`config.mk`:
```
export PLATFORM = sky130hd
export DESIGN_NAME = dwg_ctrl
export DESIGN_NICKNAME = d
export VERILOG_FILES = /design/src/rtl/dwg_pkg.sv /design/src/rtl/dwg_ctrl.sv
export SDC_FILE = /design/constraint.sdc
export NUM_CORES = 1
export LEC_CHECK = 0
export BUFFER_PORTS_ARGS = -buffer_cell sky130_fd_sc_hd__buf_4
export CAP_MARGIN = 20
export CORE_ASPECT_RATIO = 0.7
export CORE_UTILIZATION = 51
export DETAILED_ROUTE_END_ITERATION = 16
export GPL_TIMING_DRIVEN = 0
export PLACE_DENSITY = 0.81
export REMOVE_ABC_BUFFERS = 1
export SLEW_MARGIN = 20
export SYNTH_ARGS = -nofsm -noshare
export SYNTH_HDL_FRONTEND = slang
export SYNTH_SLANG_ARGS = --single-unit
```
`constraint.sdc`:
```
create_clock -name clk -period 3.7 [get_ports clk]
set_input_delay 0.37 -clock clk [delete_from_list [all_inputs] [get_ports clk]]
set_output_delay 0.37 -clock clk [all_outputs]
set_load 0.02 [all_outputs]
```
`src/rtl/dwg_pkg.sv`:
```
// Shared types, codes and reset values for the damped wave grid stencil core.
package dwg_pkg;

  localparam int GRID_MAX_DEF = 64;
  localparam int FRAC_BITS    = 28;
  localparam int VAL_W        = 32;

  localparam logic [1:0] OP_WRITE = 2'd0;
  localparam logic [1:0] OP_STEP  = 2'd1;
  localparam logic [1:0] OP_READ  = 2'd2;

  localparam logic [1:0] CFG_GRID_SIZE = 2'd0;
  localparam logic [1:0] CFG_COEF_SELF = 2'd1;
  localparam logic [1:0] CFG_COEF_PREV = 2'd2;
  localparam logic [1:0] CFG_COEF_LAP  = 2'd3;

  localparam logic [6:0]        GRID_SIZE_RST = 7'd64;
  localparam logic signed [31:0] COEF_SELF_RST = 32'sh2000_0000;
  localparam logic signed [31:0] COEF_PREV_RST = 32'shF000_0000;
  localparam logic signed [31:0] COEF_LAP_RST  = 32'sh0400_0000;

  // read capture tags
  localparam logic [2:0] TAG_NONE   = 3'd0;
  localparam logic [2:0] TAG_CENTER = 3'd1;
  localparam logic [2:0] TAG_UP     = 3'd2;
  localparam logic [2:0] TAG_DN     = 3'd3;
  localparam logic [2:0] TAG_LEFT   = 3'd4;
  localparam logic [2:0] TAG_RIGHT  = 3'd5;
  localparam logic [2:0] TAG_READ   = 3'd6;

  // multiplier operand selects
  localparam logic [2:0] MUL_NONE  = 3'd0;
  localparam logic [2:0] MUL_SELF  = 3'd1;
  localparam logic [2:0] MUL_PREV  = 3'd2;
  localparam logic [2:0] MUL_LAPLO = 3'd3;
  localparam logic [2:0] MUL_LAPHI = 3'd4;

  // write data sources
  localparam logic [1:0] SRC_CALC  = 2'd0;
  localparam logic [1:0] SRC_ZERO  = 2'd1;
  localparam logic [1:0] SRC_DRIVE = 2'd2;
  localparam logic [1:0] SRC_CELL  = 2'd3;

  typedef struct packed {
    logic [1:0]         opcode;
    logic [5:0]         row;
    logic [5:0]         column;
    logic               grid_choice;
    logic signed [31:0] cell_value;
    logic signed [31:0] drive_value;
  } in_item_t;

  typedef struct packed {
    logic signed [31:0] read_value;
    logic               saturated;
  } out_item_t;

  typedef struct packed {
    logic       rd_en;
    logic [2:0] rd_tag;
    logic       rd_prev;
    logic       wr_en;
    logic       wr_all;
    logic       wr_prev;
    logic [1:0] wr_src;
    logic [2:0] mul_sel;
    logic       acc_clr;
    logic       lap_ld;
    logic       sat_upd;
    logic       flip;
    logic       item_ld;
    logic       out_ld;
  } dwg_cmd_t;

endpackage

```
`src/rtl/dwg_ctrl.sv`:
```
// Controller: clearing pass, item dispatch, stencil sweep sequencing and output handshake.
module dwg_ctrl #(
  parameter int GRID_MAX = dwg_pkg::GRID_MAX_DEF
) (
  input  logic                                  clk,
  input  logic                                  rst_n,
  input  logic                                  in_valid,
  output logic                                  in_stall,
  input  dwg_pkg::in_item_t                     in_data,
  output logic                                  out_valid,
  input  logic                                  out_stall,
  input  logic [6:0]                            grid_size,
  output dwg_pkg::dwg_cmd_t                     cmd,
  output logic [$clog2(GRID_MAX*GRID_MAX)-1:0]  rd_addr,
  output logic [$clog2(GRID_MAX*GRID_MAX)-1:0]  wr_addr
);

  localparam int CELLS = GRID_MAX * GRID_MAX;
  localparam int AW    = $clog2(CELLS);
  localparam int IW    = $clog2(GRID_MAX);

  localparam logic [2:0] S_CLEAR    = 3'd0;
  localparam logic [2:0] S_IDLE     = 3'd1;
  localparam logic [2:0] S_DISPATCH = 3'd2;
  localparam logic [2:0] S_RWAIT    = 3'd3;
  localparam logic [2:0] S_CELL     = 3'd4;
  localparam logic [2:0] S_BORDER   = 3'd5;
  localparam logic [2:0] S_DONE     = 3'd6;

  localparam logic [3:0] PH_LAST = 4'd11;

  logic [2:0] state_r, state_nxt;
  logic [AW-1:0] clr_r, clr_nxt;
  logic [IW-1:0] i_r, i_nxt, j_r, j_nxt;
  logic [3:0] ph_r, ph_nxt;
  logic out_valid_r, out_valid_nxt;
  logic [1:0] op_r, op_nxt;
  logic [5:0] row_r, row_nxt, col_r, col_nxt;
  logic choice_r, choice_nxt;

  logic [8:0] gs9, n9, n_m1, n_m2;
  logic in_range;
  logic last_row, last_col;
  logic [IW-1:0] up_i, dn_i;

  function automatic logic [AW-1:0] cell_addr(input logic [IW-1:0] r, input logic [IW-1:0] c);
    cell_addr = AW'(AW'(r) * AW'(GRID_MAX) + AW'(c));
  endfunction

  always_comb begin
    gs9 = 9'(grid_size);
    if (gs9 < 9'd3) begin
      n9 = 9'd3;
    end else if (gs9 > 9'(GRID_MAX)) begin
      n9 = 9'(GRID_MAX);
    end else begin
      n9 = gs9;
    end
    n_m1 = n9 - 9'd1;
    n_m2 = n9 - 9'd2;
  end

  assign in_range = (9'(row_r) < 9'(GRID_MAX)) && (9'(col_r) < 9'(GRID_MAX));
  assign last_row = (9'(i_r) == n_m1);
  assign last_col = (9'(j_r) == n_m2);
  assign up_i     = (i_r == '0) ? IW'(1) : IW'(i_r - 1'b1);
  assign dn_i     = last_row ? IW'(n_m2) : IW'(i_r + 1'b1);

  assign in_stall  = (state_r != S_IDLE);
  assign out_valid = out_valid_r;

  always_comb begin
    state_nxt  = state_r;
    clr_nxt    = clr_r;
    i_nxt      = i_r;
    j_nxt      = j_r;
    ph_nxt     = ph_r;
    op_nxt     = op_r;
    row_nxt    = row_r;
    col_nxt    = col_r;
    choice_nxt = choice_r;
    cmd        = '0;
    rd_addr    = '0;
    wr_addr    = '0;
    case (state_r)
      S_CLEAR: begin
        cmd.wr_en  = 1'b1;
        cmd.wr_all = 1'b1;
        cmd.wr_src = dwg_pkg::SRC_ZERO;
        wr_addr    = clr_r;
        clr_nxt    = AW'(clr_r + 1'b1);
        if (clr_r == AW'(CELLS - 1)) begin
          state_nxt = S_IDLE;
        end
      end
      S_IDLE: begin
        if (in_valid) begin
          cmd.item_ld = 1'b1;
          op_nxt      = in_data.opcode;
          row_nxt     = in_data.row;
          col_nxt     = in_data.column;
          choice_nxt  = in_data.grid_choice;
          state_nxt   = S_DISPATCH;
        end
      end
      S_DISPATCH: begin
        case (op_r)
          dwg_pkg::OP_WRITE: begin
            cmd.wr_en   = in_range;
            cmd.wr_prev = choice_r;
            cmd.wr_src  = dwg_pkg::SRC_CELL;
            wr_addr     = cell_addr(IW'(row_r), IW'(col_r));
            state_nxt   = S_DONE;
          end
          dwg_pkg::OP_READ: begin
            cmd.rd_en   = in_range;
            cmd.rd_tag  = dwg_pkg::TAG_READ;
            cmd.rd_prev = choice_r;
            rd_addr     = cell_addr(IW'(row_r), IW'(col_r));
            state_nxt   = S_RWAIT;
          end
          dwg_pkg::OP_STEP: begin
            i_nxt     = '0;
            j_nxt     = IW'(1);
            ph_nxt    = '0;
            state_nxt = S_CELL;
          end
          default: state_nxt = S_DONE;
        endcase
      end
      S_RWAIT: state_nxt = S_DONE;
      S_CELL: begin
        ph_nxt = 4'(ph_r + 1'b1);
        case (ph_r)
          4'd0: begin
            cmd.rd_en  = 1'b1;
            cmd.rd_tag = dwg_pkg::TAG_CENTER;
            rd_addr    = cell_addr(i_r, j_r);
          end
          4'd1: begin
            cmd.rd_en  = 1'b1;
            cmd.rd_tag = dwg_pkg::TAG_UP;
            rd_addr    = cell_addr(up_i, j_r);
          end
          4'd2: begin
            cmd.rd_en  = 1'b1;
            cmd.rd_tag = dwg_pkg::TAG_DN;
            rd_addr    = cell_addr(dn_i, j_r);
          end
          4'd3: begin
            cmd.rd_en  = 1'b1;
            cmd.rd_tag = dwg_pkg::TAG_LEFT;
            rd_addr    = cell_addr(i_r, IW'(j_r - 1'b1));
          end
          4'd4: begin
            cmd.rd_en  = 1'b1;
            cmd.rd_tag = dwg_pkg::TAG_RIGHT;
            rd_addr    = cell_addr(i_r, IW'(j_r + 1'b1));
          end
          4'd6: begin
            cmd.lap_ld  = 1'b1;
            cmd.acc_clr = 1'b1;
            cmd.mul_sel = dwg_pkg::MUL_SELF;
          end
          4'd7: cmd.mul_sel = dwg_pkg::MUL_PREV;
          4'd8: cmd.mul_sel = dwg_pkg::MUL_LAPLO;
          4'd9: cmd.mul_sel = dwg_pkg::MUL_LAPHI;
          PH_LAST: begin
            cmd.wr_en   = 1'b1;
            cmd.wr_prev = 1'b1;
            cmd.wr_src  = dwg_pkg::SRC_CALC;
            cmd.sat_upd = 1'b1;
            wr_addr     = cell_addr(i_r, j_r);
            ph_nxt      = '0;
            if (last_row) begin
              i_nxt = '0;
              if (last_col) begin
                state_nxt = S_BORDER;
              end else begin
                j_nxt = IW'(j_r + 1'b1);
              end
            end else begin
              i_nxt = IW'(i_r + 1'b1);
            end
          end
          default: ;
        endcase
      end
      S_BORDER: begin
        cmd.wr_en   = 1'b1;
        cmd.wr_prev = 1'b1;
        ph_nxt      = {3'b0, ~ph_r[0]};
        if (!ph_r[0]) begin
          cmd.wr_src = dwg_pkg::SRC_ZERO;
          wr_addr    = cell_addr(i_r, '0);
        end else begin
          cmd.wr_src = dwg_pkg::SRC_DRIVE;
          wr_addr    = cell_addr(i_r, IW'(n_m1));
          i_nxt      = IW'(i_r + 1'b1);
          if (last_row) begin
            cmd.flip  = 1'b1;
            state_nxt = S_DONE;
          end
        end
      end
      S_DONE: begin
        if (!out_valid_r || !out_stall) begin
          cmd.out_ld = 1'b1;
          state_nxt  = S_IDLE;
        end
      end
      default: state_nxt = S_IDLE;
    endcase
  end

  always_comb begin
    out_valid_nxt = out_valid_r;
    if (cmd.out_ld) begin
      out_valid_nxt = 1'b1;
    end else if (out_valid_r && !out_stall) begin
      out_valid_nxt = 1'b0;
    end
  end

  always_ff @(posedge clk) begin
    if (!rst_n) begin
      state_r     <= S_CLEAR;
      clr_r       <= '0;
      i_r         <= '0;
      j_r         <= '0;
      ph_r        <= '0;
      out_valid_r <= 1'b0;
    end else begin
      state_r     <= state_nxt;
      clr_r       <= clr_nxt;
      i_r         <= i_nxt;
      j_r         <= j_nxt;
      ph_r        <= ph_nxt;
      out_valid_r <= out_valid_nxt;
    end
  end

  always_ff @(posedge clk) begin
    op_r     <= op_nxt;
    row_r    <= row_nxt;
    col_r    <= col_nxt;
    choice_r <= choice_nxt;
  end

  a_accept_dispatch: assert property (@(posedge clk) disable iff (!rst_n)
    in_valid && !in_stall |=> state_r == S_DISPATCH)
    else $error("accepted transfer did not enter dispatch");

  a_sweep_bounds: assert property (@(posedge clk) disable iff (!rst_n)
    state_r == S_CELL |-> 9'(i_r) <= n_m1 && j_r != '0 && 9'(j_r) <= n_m2)
    else $error("stencil sweep index out of interior range");

  a_out_load: assert property (@(posedge clk) disable iff (!rst_n)
    cmd.out_ld |=> out_valid_r)
    else $error("result load did not raise out_valid");

  a_out_source: assert property (@(posedge clk) disable iff (!rst_n)
    $rose(out_valid_r) |-> $past(state_r) == S_DONE)
    else $error("out_valid rose outside done state");

endmodule
```
==> results by group, run 1 <==
STA
  • Worst Max-Slew Pin Slew: 1.01 ns
  • Max Clk Rate: 282 MHz
  • Final Critical Period: 3.54 ns
  • Slew Limit Headroom: 32.6%
  • Ratio of final minimum period to clock period: 95.8%
  • Setup violations, final: 0
  • Worst setup skew after layout: 0.00811 ns
  • Setup TNS Final: 0 ns
  • Final Hold Vio Count: 0
  • Unrepaired setup endpoints after global routing: no
  • Max-slew violation count: 0

Synthesis
  • Area share of the leading cell type in the synthesized netlist: 16.7%
  • Synthesized netlist cell count: 493
  • Fraction of registers with async set/reset: 0%
  • Most instantiated library cell after synthesis: sky130_fd_sc_hd__nand2_1
  • Netlist area before placement: 3850 um2
  • Top post-synthesis cells by area: sky130_fd_sc_hd__dfxtp_1 (17%), sky130_fd_sc_hd__edfxtp_1 (12%), sky130_fd_sc_hd__nand2_1 (4.9%), sky130_fd_sc_hd__a21oi_1 (4.0%), sky130_fd_sc_hd__ha_1 (3.9%)
  • Synthesized area divided by synthesized cell count: 7.80 um2
  • Synth area leader: sky130_fd_sc_hd__dfxtp_1
  • Synthesis warning total: 0
  • Commonest register cell after synthesis: sky130_fd_sc_hd__dfxtp_1
  • Flip-flop and latch count after synthesis: 47
  • Count of flip-flops with a built-in enable after synthesis: 15
  • Top post-synthesis cells by count: sky130_fd_sc_hd__nand2_1 (50), sky130_fd_sc_hd__nor2_1 (34), sky130_fd_sc_hd__clkbuf_1 (32), sky130_fd_sc_hd__dfxtp_1 (32), sky130_fd_sc_hd__a21oi_1 (31)
  • Proportion of synthesized chip area in sequential cells: 28.4%
  • Count of cell types in the netlist: 67

Floorplan
  • Overall die area: 7900 um2
  • Horizontal die dimension: 106 um
  • CORE AREA: 7290 um2
  • Total number of placement rows: 26
  • Initial core utilization: 52.8%
  • Io pins: 135
  • Die height: 74.7 um

Global routing
  • Remaining global-route overflow: 0
  • Met2 Resource Use GR: 45.8%
  • Largest net degree at the start of global routing: 36
  • Met3 track demand over resource: 6.15%
  • Gr usage total: 28.2%
  • Most used routing layer in global routing: met2
  • Wire length of the first global-routing pass: 17600 um
  • Routing usage on met1: 38.6%
  • Initial antenna violation count: 0
  • Via count of the first global-routing pass: 3554

CTS
  • Clock Sink Count: 47
  • Number of buffers inserted by hold repair at cts: 0
  • Clk buf depth: 2
  • H-tree lvl count: 2
  • Register clock-pin slew on the reported worst setup and hold paths: 0.11 ns
  • TritonCTS clock tree: done
  • Insertion delay of the later-clocked pin in the worst-skew pair: 0.32 ns
  • Clock root buffer: sky130_fd_sc_hd__clkbuf_8
  • Number of buffers inserted during clock tree synthesis: 5

Worst setup path
  • Critical-path cell with the highest stage delay: sky130_fd_sc_hd__ha_2
  • Crit path max-delay family: compound AO/OA/AOI/OAI gates
  • Largest incremental delay on the critical path: 0.33 ns
  • Buffering stage count on the worst path with inverters included: 4
  • Data arrival time of the critical path: 3.17 ns
  • Category of the worst setup path capture point: primary output
  • Required time at the endpoint of the critical path: 3.33 ns
  • Critical-path maximum fanout: 11
  • Critical path class: input port to primary output
  • Most frequent CP cell: sky130_fd_sc_hd__buf_4
  • Worst path cell trace: buf_4 > nor4_4 > buf_4 > o21a_1 > inv_1 > ha_2 > xor2_1 > o31ai_1 > a31oi_2 > o2111ai_4 > or2_4 > mux2i_1 > o221ai_1 > buf_4
  • Worst setup SP type: input port

Power and ir drop
  • Total leakage power: 0.00182 uW
  • Maximum resistive drop on vdd: 233 uV
  • Design Power: 1250 uW
  • PwrDens: 275 nW/um2

Finish
  • Share of final-layout standard cells stronger than drive strength 1: 19.7%
  • Final antenna diode count: 0
  • Layout Area Growth over Synthesis: 17.7%
  • Fillcell total: 648
  • Total Nets Final: 645

Route
  • Total number of vias: 4055
  • Number of remaining DRC errors: 0
  • Router iterations before antenna repair: 5
  • Number of nets still failing antenna checks after routing: 0
  • Via-to-Cell Ratio: 6.32
  • Detailed-route wire length per cell: 17.5 um
  • Post-Route WL: 11300 um
  • Number of design-rule violations left by the first detailed-router iteration: 490

Status
  • Result of the run: finished clean

Hold path
  • Kind of path behind the tightest hold check: input port to register

Placement
  • Count of buffers from port buffering: 70
  • Final GP Congestion: 0.932
  • HPWL Detailed: 8010 um

Job
  • Max_cap viols: 0
## per-stage QoR
| stage | std cells | worst slack (ns) | cell area [um2] | util (%) | hold WS (ns) |
|---|---|---|---|---|---|
| global route | 642 | 0.0398 | 4530 | 62.1 | 0.204 |
| detailed placement | 626 | -0.356 | 4360 | 59.8 | 0.515 |
| global placement | 623 | -0.303 | 4330 | 59.4 | 0.487 |
| floorplan | 455 | 0.299 | 3680 | - | 0.467 |
| finish | 642 | 0.156 | 4530 | 62.1 | 0.220 |
| CTS | 639 | 0.0264 | 4500 | 61.7 | 0.216 |
## cells by family after synthesis
logic type               count (synthesis)  synth area share, %
XOR/XNOR                                22                 5.37
multiplexers                             4                 1.04
adder cells (fa/ha/maj)                 12                 3.90
AO/OA/AOI/OAI                          149                 27.7
flip-flops                              47                 28.4
buffers and inverters                   63                 6.77
AND/OR/NAND/NOR                        196                 26.8
## state kept, by name, indices dropped and copies added, names as in the netlist
| name | flops |
|---|---|
| op_r | 2 |
| col_r | 6 |
| ph_r | 4 |
| out_valid | 1 |
| j_r | 6 |
| clr_r | 12 |
| row_r | 6 |
| choice_r | 1 |
| state_r | 3 |
| i_r | 6 |
## cell usage in the layout (no fill, tap or decap), types with 12 or more instances in the layout
master,n
sky130_fd_sc_hd__nor2_1,34
sky130_fd_sc_hd__and2_1,19
sky130_fd_sc_hd__buf_4,80
sky130_fd_sc_hd__inv_1,25
sky130_fd_sc_hd__nand3_1,23
sky130_fd_sc_hd__xnor2_1,14
sky130_fd_sc_hd__dfxtp_1,32
sky130_fd_sc_hd__edfxtp_1,15
sky130_fd_sc_hd__nor2b_1,12
sky130_fd_sc_hd__nand2_1,50
sky130_fd_sc_hd__or3_1,12
sky130_fd_sc_hd__o21ai_0,25
sky130_fd_sc_hd__a21oi_1,31
## cell type report
cell class	count	area, um2	area share, %
sequential	47	1090	24.1
timing repair buffer	81	606	13.4
inverter	25	93.8	2.07
clock buffer	5	68.8	1.52
multi-input combinational	383	2520	55.7
tap	98	123	2.71
clock inverter	3	25.0	0.553
## power breakdown
part | internal (uW) | switching (uW)
logic | 127 | 177
registers | 561 | 37.5
clock network | 138 | 204
## path summary, 6_finish.rpt
path / start / endpoint / slack (ns) / depth (start not counted)
setup / recovery: grid_size[3] / rd_addr[11] / 0.16 / 14
hold / removal: in_data[76] / row_r[5] / 0.22 / 1
setup reg to reg: state_r[2] / i_r[3] / 1.09 / 7
hold reg to reg: out_valid / out_valid / 0.54 / 2
## repair_timing
action | 4_1_cts | 5_1_grt
pin swaps | 4 | 1
endpoints found under the setup margin | 6 | 5
gates resized for setup | 4 | 2
setup buffers | 5 | 3
## layer usage
metal / routed length (um) / vias up
li1: - / 1896
met1: 5030 / 1902
met2: 4960 / 242
met3: 1150 / 15
met4: 114 / 0
met5: 0 / -
Note: power is estimated with default switching activity, not from simulation.
==> run 2: changes to the inputs <==
--- a/config.mk
+++ b/config.mk
@@ -12,6 +12,7 @@
 export DETAILED_ROUTE_END_ITERATION = 16
 export GPL_TIMING_DRIVEN = 0
 export PLACE_DENSITY = 0.81
+export RECOVER_POWER = 100
 export REMOVE_ABC_BUFFERS = 1
 export SLEW_MARGIN = 20
 export SYNTH_ARGS = -nofsm -noshare
==> results by group, run 2 (synthesis results as in run 1) <==
STA
  • Final Hold Vio Count: 0
  • Worst hold slack: 0.240 ns
  • Setup TNS Final: 0 ns
  • Setup violations, final: 0
  • Max-slew violation count: 0
  • Final Critical Period: 3.55 ns
  • Slew Limit Headroom: 17.0%
  • Ratio of final minimum period to clock period: 95.8%
  • Max Clk Rate: 282 MHz
  • Worst setup skew after layout: 0.00843 ns
  • Worst Max-Slew Pin Slew: 1.24 ns

Floorplan
  • Horizontal die dimension: 106 um
  • CORE AREA: 7290 um2
  • Initial core utilization: 52.8%
  • Die height: 74.7 um
  • Io pins: 135
  • Total number of placement rows: 26
  • Overall die area: 7900 um2

Hold path
  • Worst min-delay path startpoint: in_data[76]
  • Kind of path behind the tightest hold check: input port to register

CTS
  • Register clock-pin slew on the reported worst setup and hold paths: 0.11 ns
  • Number of buffers inserted during clock tree synthesis: 5
  • H-tree lvl count: 2
  • Clk buf depth: 2
  • Clock root buffer: sky130_fd_sc_hd__clkbuf_8
  • Clock Sink Count: 47
  • Insertion delay of the later-clocked pin in the worst-skew pair: 0.32 ns
  • TritonCTS clock tree: done

Placement
  • HPWL Detailed: 8010 um
  • Final GP Congestion: 0.932
  • Count of buffers from port buffering: 70

Worst setup path
  • Required time at the endpoint of the critical path: 3.33 ns
  • Data arrival time of the critical path: 3.18 ns
  • Critical-path maximum fanout: 11
  • Worst setup SP type: input port
  • Launching instance or port of the critical path: grid_size[3]
  • Category of the worst setup path capture point: primary output
  • Critical path class: input port to primary output
  • Worst R2R Start: state_r[0]

Route
  • Number of remaining DRC errors: 0
  • Total number of vias: 4087
  • Top layer reached by signal wires: met4
  • Amount of wire on met2 after detailed routing: 5000 um
  • Post-Route WL: 11300 um
  • Detailed-route wire length per cell: 17.6 um
  • Met1 layer wirelength in the final routing: 5040 um
  • Number of nets still failing antenna checks after routing: 0
  • Number of design-rule violations left by the first detailed-router iteration: 473
  • Via-to-Cell Ratio: 6.37
  • Sum of met3 wire segment lengths after detailed routing: 1150 um
  • Router iterations before antenna repair: 8

Power and ir drop
  • Combinational Power Share: 23.7%
  • Design Power: 1230 uW
  • Internal: 815 uW
  • Switching power: 419 uW
  • Switching part of the total: 34.0%
  • Total leakage power: 0.00173 uW
  • Fraction of power consumed by sequential logic: 48.4%
  • Maximum resistive drop on vdd: 225 uV
  • PwrDens: 279 nW/um2
  • Clock group share of total power: 27.9%

Global routing
  • Via count of the first global-routing pass: 3554
  • Initial antenna violation count: 0
  • Largest net degree at the start of global routing: 36
  • Gr usage total: 28.2%
  • Wire length of the first global-routing pass: 17600 um
  • Remaining global-route overflow: 0

Job
  • Max_cap viols: 0

Finish
  • Most common cell after layout, fill and taps aside: sky130_fd_sc_hd__nand2_1
  • Share of final-layout standard cells stronger than drive strength 1: 15.4%
  • Layout Area Growth over Synthesis: 15.0%
  • Final antenna diode count: 0
  • Leading cell types in the layout, fill and taps excluded: sky130_fd_sc_hd__nand2_1 (50), sky130_fd_sc_hd__buf_4 (44), sky130_fd_sc_hd__nor2_1 (34)
  • Register with the most flip-flops: clr_r
  • Total Nets Final: 645
  • Flip-flop count of the largest register, all copies and words added: 12

Status
  • Result of the run: finished clean
run 2: cell count changes in the layout (fill, tap and decap cells not counted):
cell,delta
sky130_fd_sc_hd__o31ai_1,+1
sky130_fd_sc_hd__buf_4,-36
sky130_fd_sc_hd__o31ai_4,-1
sky130_fd_sc_hd__nor3b_4,-1
sky130_fd_sc_hd__clkbuf_4,+16
sky130_fd_sc_hd__nor3_2,-1
sky130_fd_sc_hd__and2_1,-7
sky130_fd_sc_hd__and2_0,+7
sky130_fd_sc_hd__nor3_1,+1
sky130_fd_sc_hd__clkbuf_1,+20
sky130_fd_sc_hd__nor3b_1,+1
run 2: area by class of cell:
| cell class | instances | area [um2] |
|---|---|---|
| flip-flops and latches | 47 | 1090 |
| well taps | 98 | 123 |
| inverters | 25 | 93.8 |
| multi-input cells | 383 | 2490 |
| clock buffers | 5 | 68.8 |
| fillers | 681 | 2870 |
| clock inverters | 3 | 25.0 |
| repair buffers | 81 | 531 |
run 2: critical path, cell delays in order:
cell	delay, ns
sky130_fd_sc_hd__buf_4	0.16
sky130_fd_sc_hd__nor4_4	0.33
sky130_fd_sc_hd__buf_4	0.18
sky130_fd_sc_hd__o21a_1	0.17
sky130_fd_sc_hd__inv_1	0.06
sky130_fd_sc_hd__ha_2	0.33
sky130_fd_sc_hd__xor2_1	0.17
sky130_fd_sc_hd__o31ai_1	0.12
sky130_fd_sc_hd__a31oi_2	0.22
sky130_fd_sc_hd__o2111ai_4	0.20
sky130_fd_sc_hd__or2_4	0.30
sky130_fd_sc_hd__mux2i_1	0.19
sky130_fd_sc_hd__o221ai_1	0.16
sky130_fd_sc_hd__buf_4	0.21
run 2: routing by layer:
metal  vias up  track usage [%]
met5         -                0
met4         0             7.87
met3        17             6.15
met2       250             45.8
met1      1926             38.6
li1       1894                -
run 2: through the flow:
step	cells	utilization, %	instance area, um2	worst slack (ns)
2_1_floorplan	455	-	3680	0.299
3_3_place_gp	623	59.4	4330	-0.303
3_5_place_dp	626	59.8	4360	-0.356
4_1_cts	639	61.7	4500	0.0264
5_1_grt	642	60.7	4420	-0.00883
6_report	642	60.7	4420	0.155
run 2: timing repair:
action                                  in CTS  in global routing
pin swaps                                    4                  1
gates resized for setup                      4                  2
hold buffers                                 0                  0
endpoints found under the setup margin       6                  5
setup buffers                                5                  3
run 2: final timing paths:
path,endpoint,slack [ns],depth (start not counted)
min reg2reg,out_valid,0.54,2
min,row_r[5],0.24,1
max,rd_addr[11],0.15,14
max reg2reg,clr_r[11],0.61,6
run 2: power by group through the flow:
stage               logic (uW)  clock network (uW)  registers (uW)
finish                     292                 345             597
floorplan                  172                   0             595
CTS                        297                 348             596
global placement           279                   0             604
global route               311                 366             599
detailed placement         289                   0             608
==> run 3: changes to the inputs <==
--- a/config.mk
+++ b/config.mk
@@ -7,7 +7,6 @@
 export LEC_CHECK = 0
 export BUFFER_PORTS_ARGS = -buffer_cell sky130_fd_sc_hd__buf_4
 export CAP_MARGIN = 20
-export CORE_ASPECT_RATIO = 0.7
 export CORE_UTILIZATION = 51
 export DETAILED_ROUTE_END_ITERATION = 16
 export GPL_TIMING_DRIVEN = 0
==> results by group, run 3 (synthesis results as in run 1) <==
Status
  • Result of the run: finished, violations left
  • Violations in the final reports: max-capacitance violations, max-slew violations

Placement
  • Final GP Congestion: 0.908
  • Dpl ws: -0.344 ns
  • Area after detailed placement: 4360 um2
  • Number of cells after detailed placement: 626
  • Count of buffers from port buffering: 70
  • HPWL Detailed: 8090 um

CTS
  • Number of buffers inserted during clock tree synthesis: 5
  • Insertion delay of the later-clocked pin in the worst-skew pair: 0.31 ns
  • TritonCTS clock tree: done
  • Clock Sink Count: 47
  • H-tree lvl count: 2
  • Clk buf depth: 2
  • Register clock-pin slew on the reported worst setup and hold paths: 0.09 ns
  • Clock root buffer: sky130_fd_sc_hd__clkbuf_8

STA
  • Max Clk Rate: 279 MHz
  • Ratio of final minimum period to clock period: 97.0%
  • Final Critical Period: 3.59 ns
  • Final Hold Vio Count: 0
  • Worst Max-Slew Pin Slew: 1.54 ns
  • Slew Limit Headroom: -3.68%
  • Final critical-path setup slack: 0.110 ns
  • Worst setup skew after layout: 0.00502 ns
  • Setup violations, final: 0
  • Max-slew violation count: 9
  • Unrepaired setup endpoints after global routing: yes

Floorplan
  • Initial core utilization: 53.0%
  • Io pins: 135
  • Die height: 88.8 um
  • Overall die area: 7890 um2
  • CORE AREA: 7250 um2
  • Horizontal die dimension: 88.8 um
  • Total number of placement rows: 31

Worst setup path
  • Crit path max-delay family: simple AND/OR/NAND/NOR gates
  • Buffering stage count on the worst path with inverters included: 4
  • Most frequent CP cell: sky130_fd_sc_hd__buf_4
  • Data arrival time of the critical path: 3.22 ns
  • Worst setup SP type: input port
  • Critical-path cell with the highest stage delay: sky130_fd_sc_hd__nor4_4
  • Required time at the endpoint of the critical path: 3.33 ns
  • Critical path class: input port to primary output
  • Worst path cell trace: buf_4 > nor4_4 > buf_4 > o21a_1 > inv_1 > ha_2 > nor4bb_1 > a21oi_1 > a31oi_1 > o2111ai_4 > or2_4 > mux2i_1 > o221ai_1 > buf_4
  • Largest incremental delay on the critical path: 0.34 ns
  • Critical-path maximum fanout: 11
  • Category of the worst setup path capture point: primary output

Finish
  • Total area of multi-input combinational cells: 2520 um2
  • Leading cell types in the layout, fill and taps excluded: sky130_fd_sc_hd__nand2_1 (50), sky130_fd_sc_hd__buf_4 (46), sky130_fd_sc_hd__nor2_1 (34)
  • Fillcell total: 657
  • Layout Area Growth over Synthesis: 16.4%
  • FF/Latch Area: 1090 um2
  • Final non-filler cell area: 4480 um2
  • Flip-flop count of the largest register, all copies and words added: 12
  • Final cell utilization of the core: 61.7%
  • Total Nets Final: 643
  • Most common cell after layout, fill and taps aside: sky130_fd_sc_hd__nand2_1
  • Share of final-layout standard cells stronger than drive strength 1: 15.9%
  • Final antenna diode count: 0
  • Non-filler cells, final: 641
  • Register with the most flip-flops: clr_r

Route
  • Router iterations before antenna repair: 6
  • Number of remaining DRC errors: 0
  • Number of nets still failing antenna checks after routing: 0
  • Post-Route WL: 11200 um
  • Number of design-rule violations left by the first detailed-router iteration: 344
  • Via-to-Cell Ratio: 6.37
  • Total number of vias: 4084
  • Detailed-route wire length per cell: 17.5 um

Power and ir drop
  • Maximum resistive drop on vdd: 288 uV
  • PwrDens: 289 nW/um2
  • Design Power: 1290 uW
  • Total leakage power: 0.00175 uW

Global routing
  • Largest net degree at the start of global routing: 36
  • Gr usage total: 29.3%
  • Initial antenna violation count: 0
  • Wire length of the first global-routing pass: 18000 um
  • Remaining global-route overflow: 0
  • Via count of the first global-routing pass: 3726

Hold path
  • Kind of path behind the tightest hold check: input port to register

Job
  • Max_cap viols: 1
[run 3: cell count changes in the layout (fill, tap and decap cells not counted), sizes merged]
cell	change
buf	+1
bufinv	+1
clkbuf	-2
clkinvlp	-1
inv	-1
[run 3: layout make-up]
cell class,count,share of cell area [%]
clock buffer,6,1.85
inverter,25,2.10
timing repair buffer,79,11.7
multi-input combinational,383,56.3
clock inverter,2,0.867
sequential,47,24.4
tap,99,2.77
[run 3: power by group]
group,total [uW],leakage [uW],switching [uW],internal [uW]
clock,410,0.0000618,188,222
sequential,595,0.000394,33.9,561
combinational,288,0.00130,173,114
total,1290,0.00175,395,897
[run 3: worst paths after layout]
path / start / to / slack [ns] / depth (start not counted)
worst max-delay path: grid_size[3] / rd_addr[11] / 0.11 / 14
worst min-delay path: in_data[70] / col_r[5] / 0.25 / 1
worst max register to register: state_r[0] / state_r[0] / 0.65 / 7
worst min register to register: out_valid / out_valid / 0.52 / 2
[run 3: worst register-to-register path, cell delays in order, from the launching register on]
cell                        delay, ns
sky130_fd_sc_hd__dfxtp_1         0.48
sky130_fd_sc_hd__nor3_1          1.16
sky130_fd_sc_hd__clkbuf_1        0.49
sky130_fd_sc_hd__o31ai_1         0.21
sky130_fd_sc_hd__o2111ai_1       0.17
sky130_fd_sc_hd__inv_1           0.09
sky130_fd_sc_hd__and4_1          0.16
sky130_fd_sc_hd__o211a_1         0.19
[run 3: what timing repair did]
item                       CTS  global route
buffers inserted             7             0
setup endpoints to repair    6             5
hold buffers                 0             0
resized for setup            3             7
gates cloned                 0             0
pin swaps                    3             2
[run 3: metal layers]
metal  up-vias  track usage, %  share of wire [%]
li1       1897               -                  -
met4         0            8.94                1.6
met2       233            48.4                 48
met5         -               0                  0
met1      1932            40.0                 42
met3        22            3.73                8.3
[run 3: metrics by stage]
step                TNS, ns  hold slack [ns]
floorplan                 0            0.467
global placement      -1.36            0.489
CTS                       0            0.230
finish                    0            0.252
detailed placement    -1.49            0.504
global route         -0.332            0.239
